`config.mk`:
```
export PLATFORM = sky130hd
export DESIGN_NAME = lexicographic_permutation_generator
export DESIGN_NICKNAME = d
export VERILOG_FILES = /design/src/sv/lpg_pkg.sv /design/src/sv/lpg_mem.sv /design/src/sv/lpg_ctrl.sv /design/src/sv/lexicographic_permutation_generator.sv
export SDC_FILE = /design/constraint.sdc
export NUM_CORES = 1
export LEC_CHECK = 0
export BUFFER_PORTS_ARGS = -buffer_cell sky130_fd_sc_hd__clkbuf_2
export CORE_MARGIN = 2
export CORE_UTILIZATION = 41
export CTS_BUF_LIST = sky130_fd_sc_hd__clkbuf_8
export DETAILED_ROUTE_END_ITERATION = 8
export PLACE_DENSITY = 0.67
export SYNTH_ARGS = -nofsm -noshare
export SYNTH_HDL_FRONTEND = slang
export SYNTH_SLANG_ARGS = --single-unit
export TNS_END_PERCENT = 50
```
`constraint.sdc`:
```
create_clock -name i_clk -period 4.8 [get_ports i_clk]
set_clock_uncertainty 0.2 [all_clocks]
set_input_delay 0.96 -clock i_clk [delete_from_list [all_inputs] [get_ports i_clk]]
set_output_delay 0.96 -clock i_clk [all_outputs]
set_load 0.02 [all_outputs]
```
`src/sv/lpg_pkg.sv`:
```
`timescale 1ns / 1ps

package lpg_pkg;

    localparam int VAL_W      = 4;
    localparam int SIZE_W     = 4;
    localparam logic [SIZE_W-1:0] SIZE_RESET = 4'd4;

    typedef logic [VAL_W-1:0]  t_val;
    typedef logic [SIZE_W-1:0] t_size;

    typedef enum logic [2:0] {
        ST_IDLE,
        ST_BACK,
        ST_FILL,
        ST_EMIT,
        ST_EXH
    } t_state;

    typedef struct packed {
        logic wr_en;
        logic rd_en;
    } t_mem_ctl;

endpackage

```
`src/sv/lpg_mem.sv`:
```
`timescale 1ns / 1ps

module lpg_mem #(
    parameter int DEPTH = 8,
    parameter int AW    = 3
) (
    input  logic              i_clk,
    input  lpg_pkg::t_mem_ctl i_ctl,
    input  logic [AW-1:0]     i_wr_addr,
    input  lpg_pkg::t_val     i_wr_data,
    input  logic [AW-1:0]     i_rd_addr,
    output lpg_pkg::t_val     o_rd_data
);
    import lpg_pkg::*;

    t_val r_mem [DEPTH];
    t_val r_rd_data;

    always_ff @(posedge i_clk) begin
        if (i_ctl.wr_en) begin
            r_mem[i_wr_addr] <= i_wr_data;
        end
    end

    always_ff @(posedge i_clk) begin
        if (i_ctl.rd_en) begin
            r_rd_data <= r_mem[i_rd_addr];
        end
    end

    assign o_rd_data = r_rd_data;

endmodule

```
`src/sv/lpg_ctrl.sv`:
```
`timescale 1ns / 1ps

module lpg_ctrl #(
    parameter int MAX_SET = 8,
    parameter int AW      = 3,
    parameter int CW      = 4
) (
    input  logic              i_clk,
    input  logic              i_rst_n,
    input  logic [CW-1:0]     i_size,
    input  logic              i_cfg_clear,
    input  logic              i_in_valid,
    output logic              o_in_stall,
    input  logic              i_restart,
    output logic              o_out_valid,
    input  logic              i_out_stall,
    output lpg_pkg::t_val     o_element,
    output logic              o_last_of_run,
    output logic              o_exhausted,
    output lpg_pkg::t_mem_ctl o_mem_ctl,
    output logic [AW-1:0]     o_wr_addr,
    output lpg_pkg::t_val     o_wr_data,
    output logic [AW-1:0]     o_rd_addr,
    input  lpg_pkg::t_val     i_rd_data
);
    import lpg_pkg::*;

    t_state             r_state, n_state;
    logic [MAX_SET-1:0] r_mask, n_mask;
    logic [CW-1:0]      r_cnt, n_cnt;
    logic               r_started, n_started;
    logic               r_done, n_done;
    logic               r_out_valid, n_out_valid;
    t_val               r_element, n_element;
    logic               r_last, n_last;
    logic               r_exh, n_exh;

    logic               accept;
    logic               out_free;
    logic [CW-1:0]      size_m1;
    logic [CW-1:0]      cnt_m1;
    logic [CW-1:0]      cnt_p1;
    logic [MAX_SET-1:0] mask_rm;
    logic [MAX_SET-1:0] cand;
    logic               found;
    logic [AW-1:0]      cand_idx;
    logic [AW-1:0]      free_idx;

    assign accept   = i_in_valid && (r_state == ST_IDLE);
    assign out_free = !r_out_valid || !i_out_stall;
    assign size_m1  = i_size - 1'b1;
    assign cnt_m1   = r_cnt - 1'b1;
    assign cnt_p1   = r_cnt + 1'b1;

    // next larger unused value at the current level, and lowest free value for filling
    always_comb begin
        found    = 1'b0;
        cand_idx = '0;
        free_idx = '0;
        for (int i = 0; i < MAX_SET; i++) begin
            mask_rm[i] = r_mask[i] && (i_rd_data != VAL_W'(i + 1));
            cand[i]    = !mask_rm[i] && (VAL_W'(i + 1) > i_rd_data)
                         && (CW'(i + 1) <= i_size);
        end
        for (int i = MAX_SET - 1; i >= 0; i--) begin
            if (cand[i]) begin
                found    = 1'b1;
                cand_idx = AW'(i);
            end
            if (!r_mask[i]) begin
                free_idx = AW'(i);
            end
        end
    end

    always_comb begin
        n_state     = r_state;
        n_mask      = r_mask;
        n_cnt       = r_cnt;
        n_started   = r_started;
        n_done      = r_done;
        n_out_valid = r_out_valid && i_out_stall;
        n_element   = r_element;
        n_last      = r_last;
        n_exh       = r_exh;
        o_mem_ctl   = '0;
        o_wr_addr   = r_cnt[AW-1:0];
        o_wr_data   = '0;
        o_rd_addr   = r_cnt[AW-1:0];

        unique case (r_state)
            ST_IDLE: begin
                if (accept) begin
                    priority if (i_restart || !r_started) begin
                        n_mask    = '0;
                        n_cnt     = '0;
                        n_started = 1'b1;
                        n_done    = 1'b0;
                        n_state   = ST_FILL;
                    end else if (r_done) begin
                        n_state = ST_EXH;
                    end else begin
                        o_mem_ctl.rd_en = 1'b1;
                        o_rd_addr       = size_m1[AW-1:0];
                        n_cnt           = size_m1;
                        n_state         = ST_BACK;
                    end
                end
            end
            ST_BACK: begin
                o_mem_ctl.wr_en = 1'b1;
                if (found) begin
                    o_wr_data = VAL_W'(cand_idx) + 1'b1;
                    n_mask    = mask_rm | (MAX_SET'(1) << cand_idx);
                    n_cnt     = cnt_p1;
                    n_state   = ST_FILL;
                end else begin
                    n_mask = mask_rm;
                    if (r_cnt == '0) begin
                        n_done  = 1'b1;
                        n_state = ST_EXH;
                    end else begin
                        o_mem_ctl.rd_en = 1'b1;
                        o_rd_addr       = cnt_m1[AW-1:0];
                        n_cnt           = cnt_m1;
                    end
                end
            end
            ST_FILL: begin
                if (r_cnt == i_size) begin
                    o_mem_ctl.rd_en = 1'b1;
                    o_rd_addr       = '0;
                    n_cnt           = '0;
                    n_state         = ST_EMIT;
                end else begin
                    o_mem_ctl.wr_en = 1'b1;
                    o_wr_data       = VAL_W'(free_idx) + 1'b1;
                    n_mask          = r_mask | (MAX_SET'(1) << free_idx);
                    n_cnt           = cnt_p1;
                end
            end
            ST_EMIT: begin
                if (out_free) begin
                    n_out_valid = 1'b1;
                    n_element   = i_rd_data;
                    n_last      = (r_cnt == size_m1);
                    n_exh       = 1'b0;
                    if (r_cnt == size_m1) begin
                        n_state = ST_IDLE;
                    end else begin
                        o_mem_ctl.rd_en = 1'b1;
                        o_rd_addr       = cnt_p1[AW-1:0];
                        n_cnt           = cnt_p1;
                    end
                end
            end
            ST_EXH: begin
                if (out_free) begin
                    n_out_valid = 1'b1;
                    n_element   = '0;
                    n_last      = 1'b1;
                    n_exh       = 1'b1;
                    n_state     = ST_IDLE;
                end
            end
            default: begin
                n_state = ST_IDLE;
            end
        endcase

        if (i_cfg_clear) begin
            n_started = 1'b0;
            n_done    = 1'b0;
        end
    end

    always_ff @(posedge i_clk) begin
        if (!i_rst_n) begin
            r_state     <= ST_IDLE;
            r_mask      <= '0;
            r_cnt       <= '0;
            r_started   <= 1'b0;
            r_done      <= 1'b0;
            r_out_valid <= 1'b0;
        end else begin
            r_state     <= n_state;
            r_mask      <= n_mask;
            r_cnt       <= n_cnt;
            r_started   <= n_started;
            r_done      <= n_done;
            r_out_valid <= n_out_valid;
        end
    end

    always_ff @(posedge i_clk) begin
        r_element <= n_element;
        r_last    <= n_last;
        r_exh     <= n_exh;
    end

    assign o_in_stall    = (r_state != ST_IDLE) || !i_rst_n;
    assign o_out_valid   = r_out_valid;
    assign o_element     = r_element;
    assign o_last_of_run = r_last;
    assign o_exhausted   = r_exh;

endmodule

```
`src/sv/lexicographic_permutation_generator.sv`:
```
`timescale 1ns / 1ps

// channel   handshake                  payload
// in        i_in_valid / o_in_stall    i_restart
// out       o_out_valid / i_out_stall  o_element, o_last_of_run, o_exhausted
// cfg       i_cfg_valid / o_cfg_ready  i_cfg_set_size
//
// one item in flight; restart fills all positions lowest value first, then emits;
// advance scans back from the last position, one read per level, to a larger unused
// value, writes it, refills the rest, emits; past the end it emits an exhausted item
// synchronous active-low reset clears control state and sets the size to 4
// an output stall holds the emit sequence; input is stalled in reset and until the
// last item is loaded
module lexicographic_permutation_generator #(
    parameter int MAX_SET = 8
) (
    input  logic          i_clk,
    input  logic          i_rst_n,
    input  logic          i_cfg_valid,
    output logic          o_cfg_ready,
    input  lpg_pkg::t_size i_cfg_set_size,
    input  logic          i_in_valid,
    output logic          o_in_stall,
    input  logic          i_restart,
    output logic          o_out_valid,
    input  logic          i_out_stall,
    output lpg_pkg::t_val o_element,
    output logic          o_last_of_run,
    output logic          o_exhausted
);
    import lpg_pkg::*;

    localparam int AW = (MAX_SET > 1) ? $clog2(MAX_SET) : 1;
    localparam int CW = $clog2(MAX_SET + 1);

    t_size         r_set_size;
    logic          cfg_wr;
    t_size         size_clamped;
    logic [CW-1:0] size_eff;
    t_mem_ctl      mem_ctl;
    logic [AW-1:0] wr_addr;
    t_val          wr_data;
    logic [AW-1:0] rd_addr;
    t_val          rd_data;

    assign o_cfg_ready = i_rst_n;
    assign cfg_wr      = i_cfg_valid && o_cfg_ready;

    always_ff @(posedge i_clk) begin
        if (!i_rst_n) begin
            r_set_size <= SIZE_RESET;
        end else if (cfg_wr) begin
            r_set_size <= i_cfg_set_size;
        end
    end

    // clamp to 1..MAX_SET
    always_comb begin
        priority if (r_set_size == '0) begin
            size_clamped = SIZE_W'(1);
        end else if (r_set_size > SIZE_W'(MAX_SET)) begin
            size_clamped = SIZE_W'(MAX_SET);
        end else begin
            size_clamped = r_set_size;
        end
    end

    assign size_eff = size_clamped[CW-1:0];

    lpg_ctrl #(
        .MAX_SET (MAX_SET),
        .AW      (AW),
        .CW      (CW)
    ) u_ctrl (
        .i_clk         (i_clk),
        .i_rst_n       (i_rst_n),
        .i_size        (size_eff),
        .i_cfg_clear   (cfg_wr),
        .i_in_valid    (i_in_valid),
        .o_in_stall    (o_in_stall),
        .i_restart     (i_restart),
        .o_out_valid   (o_out_valid),
        .i_out_stall   (i_out_stall),
        .o_element     (o_element),
        .o_last_of_run (o_last_of_run),
        .o_exhausted   (o_exhausted),
        .o_mem_ctl     (mem_ctl),
        .o_wr_addr     (wr_addr),
        .o_wr_data     (wr_data),
        .o_rd_addr     (rd_addr),
        .i_rd_data     (rd_data)
    );

    lpg_mem #(
        .DEPTH (MAX_SET),
        .AW    (AW)
    ) u_mem (
        .i_clk     (i_clk),
        .i_ctl     (mem_ctl),
        .i_wr_addr (wr_addr),
        .i_wr_data (wr_data),
        .i_rd_addr (rd_addr),
        .o_rd_data (rd_data)
    );

endmodule

```
# After elaboration in Yosys (flattened, before gate mapping)
# Memories as Yosys holds them, arrays and structs flattened. A register that Yosys moved wholly into a read port is not among the register bits.
# Index checks and enable logic that the tools add are counted.
# classes
add_sub_neg,5
mul,0
div,0
magnitude_cmp,17
eq_ne,27
shifts,2
n_mux,90
bitwise_logic,3
n_reduce_logical,58
# op_table
cell,n
two-way mux 3 bit,33
two-way mux 4 bit,14
two-way mux 8 bit,4
two-way mux 1 bit,28
logical AND 1 bit,27
case mux 8 bit (3 select lines),1
"> comparator 3 x 4 -> 1 bit, first input constant",4
"less-or-equal comparator 3 x 4 -> 1 bit, first input constant",4
"inequality test 4 x 3 -> 1 bit, second input constant",4
OR 8 bit,2
case mux 4 bit (2 select lines),2
case mux 4 bit (4 select lines),1
"<< shifter 1 x 3 -> 8 bit, first input constant",2
case mux 3 bit (5 select lines),1
zero test 1 bit,12
"inequality test 2 x 1 -> 1 bit, second input constant",6
case mux 3 bit (4 select lines),1
AND reduction 6 bit,2
"adder 3 x 1 -> 4 bit, second input constant",2
equality test 4 bit,2
"> comparator 2 x 4 -> 1 bit, first input constant",2
"less-or-equal comparator 2 x 4 -> 1 bit, first input constant",2
zero test 4 bit,2
"inequality test 2 bit, second input constant",4
other kinds (28),40
# word_totals
reg_bits,28
latch_bits,0
mem_bits_rw,32
mem_bits_ro,0
inputBits,10
out_inout_bits,9
elab_cells,213
mem_count,1
# mem_list
name,words,word_bits,rd,rd_ports_with_merged_regs,write_ports,line,rtl
u_mem.r_mem,8,4,1,1,1,lpg_mem.sv:16,t_val r_mem [DEPTH];

# Depth between registers and ports, before layout
# depth
depth_word,17
ltp_mapped,18

# Hierarchy
# Synthesis repeated with hierarchy kept, for this count alone.
# hier_totals
cells_unflattened,416
hier_area_um2,4169.0
# modules_own_cells
mod,instances,cells_each,area_per_inst_um2,seq_area_each_um2
lpg_ctrl,1,333,2560.0,540.5
lpg_mem,1,63,1410.1,1081.0
lexicographic_permutation_generator,1,20,198.9,80.1

# Worst setup path before layout
# Ideal clock, no wire load.
# synth_timing
path_type,register to register
from,register r_set_size[2]
to,"register u_mem.r_rd_data[0], in the netlist u_mem.o_rd_data[0] (read register of u_mem.r_mem) (data pin)"
arrival_time_ps,2848
required_time_ps,4326
slack_ps,1478
stages_incl_launch_ff,14
n_path_buf,2
cell_sequence,dfxtp_1 > buf_6 > o21ba_1 > nor2_1 > inv_1 > ha_1 > xnor3_1 > a31oi_1 > a32oi_2 > and2_1 > buf_2 > and3_1 > o32ai_1 > mux2i_1
# synth_via
elab_chain_len,15
word_cells_on_any_way,44
cone_classes,add/sub (1); order compare (9); eq/ne (2); mux (23); reduce/logical (9)
# synth_lines
item,line,rtl
"start, declared",lexicographic_permutation_generator.sv:36,t_size r_set_size;
"start signal, assigned",lexicographic_permutation_generator.sv:53,r_set_size <= i_cfg_set_size;
> comparator 4 bit,lexicographic_permutation_generator.sv:61,end else if (r_set_size > SIZE_W'(MAX_SET)) begin
two-way mux 4 bit,lexicographic_permutation_generator.sv:61,
two-way mux 4 bit (*),lexicographic_permutation_generator.sv:59,priority if (r_set_size == '0) begin
less-or-equal comparator 4 bit,lpg_ctrl.sv:63,&& (CW'(i + 1) <= i_size);
logical AND 1 bit,lpg_ctrl.sv:63,
two-way mux 1 bit (8 in a row),lpg_ctrl.sv:66,if (cand[i]) begin
two-way mux 3 bit or two-way mux 1 bit (tied branches),lpg_ctrl.sv:112,if (found) begin
case mux 3 bit (4 select lines) or case mux 1 bit (4 select lines) (tied branches),lpg_ctrl.sv:91,unique case (r_state)
"end, declared",lpg_mem.sv:17,t_val r_rd_data;
# Mark *: on every way between the ends. The rest lies on a longest branch, timed or not.
# A chain may end at the register's enable or synchronous reset.

# Final worst setup path
# layout_timing
from,register r_set_size[3]
to,"register u_mem.r_rd_data[2], in the netlist u_mem.o_rd_data[2] (read register of u_mem.r_mem) (data pin)"
# Same word-level chain as after synthesis.

==> flow_summary_export.csv <==
group,metric,value,unit
layout,fin_nets,484,
setup_path,path_max_fanout,24,
drt,route.met3.wl,853,µm
setup_path,reg2reg_depth,11,
global_route,grt_use_total,0.2073,
drt,wirelength,11100,µm
pwr,powerDensity,355.9,nW/µm²
clock_network,clock_sink_count,64,
status,status,"complete, no violations",
floorplan,rows,37,
setup_path,crit_end,"u_mem.o_rd_data[2]",
synthesis,syn_inst,454,
drt,postRouteAntennaNets,0,
drt,first_pass_iters,5,
timing,whs,0.2888,ns
clock_network,postCtsHoldBufs,0,
timing,max_freq,234.1,MHz
setup_path,crit_type,"flip-flop to flip-flop",
setup_path,r2r-end,"u_mem.o_rd_data[2]",
synthesis,synth_seq_cells,64,
layout,final_common_cell,"edfxtp_1",
timing,layout_setup_ws,0.5287,ns
layout,fin_util,0.4513,
place,pre_cts_ws,0.5869,ns
synthesis,synthDistinctLibCells,81,
layout,nFillCells,963,
global_route,grt_overflow,0,
setup_path,cp-end-kind,"flip-flop",
min_path,hold_class,"flip-flop to flip-flop",
synthesis,syn_nets,481,
layout,syn_to_final_growth,7.289,%
place,placed_area,4464,µm²
timing,slew_viol_final,0,
timing,tightest_slew,0.9703,ns
drt,wl_per_cell,18.57,µm
global_route,grt_pass1_wl,18430,µm
drt,routedLengthMet1,5065,µm
floorplan,io_pins,19,
clock_network,cts_inserted_buffers,9,
pwr,p_leak,1.689,nW
synthesis,synthArstFlopShare,0,
setup_path,start_kind,"flip-flop",
clock_network,cts_setup_buffers,0,
timing,rsz0062_at_grt,"no",
place,dp_hpwl,8111,µm
layout,drive_above_1_share,0.1515,
timing,tns,0,ns
layout,fin_cells,598,
pwr,ir_worst_vdd,0.0001992,V
place,portBuffers,18,
global_route,grt_pass1_vias,3455,
drt,via_per_inst,6.037,
drt,vias,3610,
clock_network,cts-root-buf,"clkbuf_8",
floorplan,start_util,0.4207,
clock_network,insertion_delay,0.35,ns
setup_path,r2r_start,"r_set_size[3]",
place,gp_congestion,0.9994,
layout,stdcell_area,4659,µm²
clock_network,cts_max_level,3,
setup_path,rrSetupSlack,0.53,ns
synthesis,synth_edf_count,42,
drt,remaining_drc_errors,0,
floorplan,core,10320,µm²
timing,period_minus_slack,4.271,ns
clock_network,cts_buffer_depth,2,
pwr,p_total,1.658,mW
clock_network,cts_resized,0,
global_route,grt_max_degree,25,
setup_path,arrival,4.14,ns
synthesis,synth_flop_cell,"edfxtp_1",
floorplan,dieHeight,106.9,µm
global_route,antenna_found_initial,0,
drt,wl_met2,4999,µm
floorplan,design.die.area,11430,µm²
timing,period_share,0.8899,
synthesis,yosysSeqAreaShare,0.3918,
synthesis,avgSynthCellArea,9.566,µm²
floorplan,die_w,106.9,µm
clock_network,clk_pin_slew_worst_paths,0.08,ns
drt,detail_route.iter0.violations,333,
synthesis,ys_warn_count,0,
timing,setup_viol_count_final,0,
place,dp.cells,582,
drt,highest-signal-layer,"met4",
layout,layout_common_cells,"edfxtp_1 (42), nor2_1 (39), a21oi_1 (27)",
flow_run,maxCapViolCount,0,
synthesis,syn-cell-area,4343,µm²
timing,slew_headroom,0.3532,
clock_network,cts_tree,"yes",
setup_path,setup.worst_path.start,"r_set_size[3]",
layout,diodes,0,
setup_path,critPathRequiredTime,4.67,ns
timing,hold_viol,0,
registers in the layout, summed over array words and instances (netlist names):
name                  count
u_ctrl.r_started          1
u_ctrl.r_done             1
u_ctrl.r_mask             8
u_ctrl.o_last_of_run      1
u_ctrl.r_state            3
u_mem.o_rd_data           4
u_ctrl.r_cnt              4
u_ctrl.o_exhausted        1
u_ctrl.o_element          4
u_mem.r_mem              32
u_ctrl.o_out_valid        1
r_set_size                4
layout make-up:
cell class	count	area (µm²)	area share
well taps	136	170.2	0.03652
repair buffers	20	105.1	0.02256
clock inverters	7	71.32	0.01531
clock buffers	9	123.9	0.02658
inverters	23	86.33	0.01853
multi-input cells	339	2401	0.5153
flip-flops and latches	64	1702	0.3652
worst min path at each step:
stage / start / endpoint / cells after the start
2_1_floorplan: u_ctrl.r_started / u_ctrl.r_started / 2
3_3_place_gp: u_ctrl.r_started / u_ctrl.r_started / 2
3_5_place_dp: u_ctrl.r_started / u_ctrl.r_started / 2
4_1_cts: u_ctrl.r_started / u_ctrl.r_started / 2
5_1_grt: u_ctrl.r_started / u_ctrl.r_started / 2
6_report: u_ctrl.r_started / u_ctrl.r_started / 2
power by group:
group | switching [mW] | internal [mW]
registers | 0.0580 | 0.634
clock network | 0.228 | 0.240
logic | 0.317 | 0.182
critical path, stage by stage, from the launching register on:
cell and delay, ns:
dfxtp_1 0.69, nor2_1 0.22, inv_1 0.17, ha_1 0.25, nor4b_4 0.30, nor4_4 0.11
a2111oi_2 0.39, nand3_2 0.21, mux2i_2 0.77, a21boi_0 0.22, o32ai_1 0.33, mux2i_1 0.12
cell usage after synthesis (all sizes together) (3+ instances only):
| cell type | count | area share |
|---|---|---|
| mux2i | 10 | 0.024 |
| o41ai | 3 | 0.0061 |
| a22oi | 4 | 0.0069 |
| nor4 | 5 | 0.016 |
| nor3 | 15 | 0.022 |
| o221a | 6 | 0.016 |
| nor2b | 10 | 0.014 |
| a21boi | 22 | 0.038 |
| inv | 23 | 0.020 |
| xnor2 | 3 | 0.0061 |
| and3 | 11 | 0.016 |
| edfxtp | 42 | 0.29 |
| clkbuf | 11 | 0.010 |
| a2111oi | 3 | 0.012 |
| a31oi | 9 | 0.013 |
| o22ai | 15 | 0.023 |
| o32ai | 10 | 0.022 |
| dfxtp | 22 | 0.10 |
| buf | 17 | 0.027 |
| nor2 | 40 | 0.036 |
| o21ai | 18 | 0.021 |
| nand2 | 26 | 0.022 |
| a21oi | 28 | 0.033 |
| a21o | 3 | 0.0052 |
| nand3 | 15 | 0.018 |
| or2 | 6 | 0.0086 |
| and2 | 9 | 0.013 |
| nand2b | 7 | 0.010 |
| ha | 17 | 0.049 |
| o21a | 3 | 0.0052 |
layer usage:
layer | track usage | vias to the layer above
met1 | 0.2953 | 1697
met2 | 0.3162 | 172
met4 | 0.06494 | 0
li1 | - | 1714
met3 | 0.04255 | 27
met5 | 0 | -
cell families (layout without fill, tap and decap cells):
| group | Yosys count | count (layout) | share of synthesized area |
|---|---|---|---|
| AND/OR/NAND/NOR | 160 | 160 | 0.2129 |
| AO/OA/AOI/OAI | 145 | 145 | 0.2475 |
| flip-flops | 64 | 64 | 0.3918 |
| buffers and inverters | 51 | 59 | 0.05704 |
| adder cells (fa/ha/maj) | 17 | 17 | 0.04898 |
| multiplexers | 11 | 11 | 0.02651 |
| XOR/XNOR | 6 | 6 | 0.01527 |
Power figures use the tool's default switching activity.
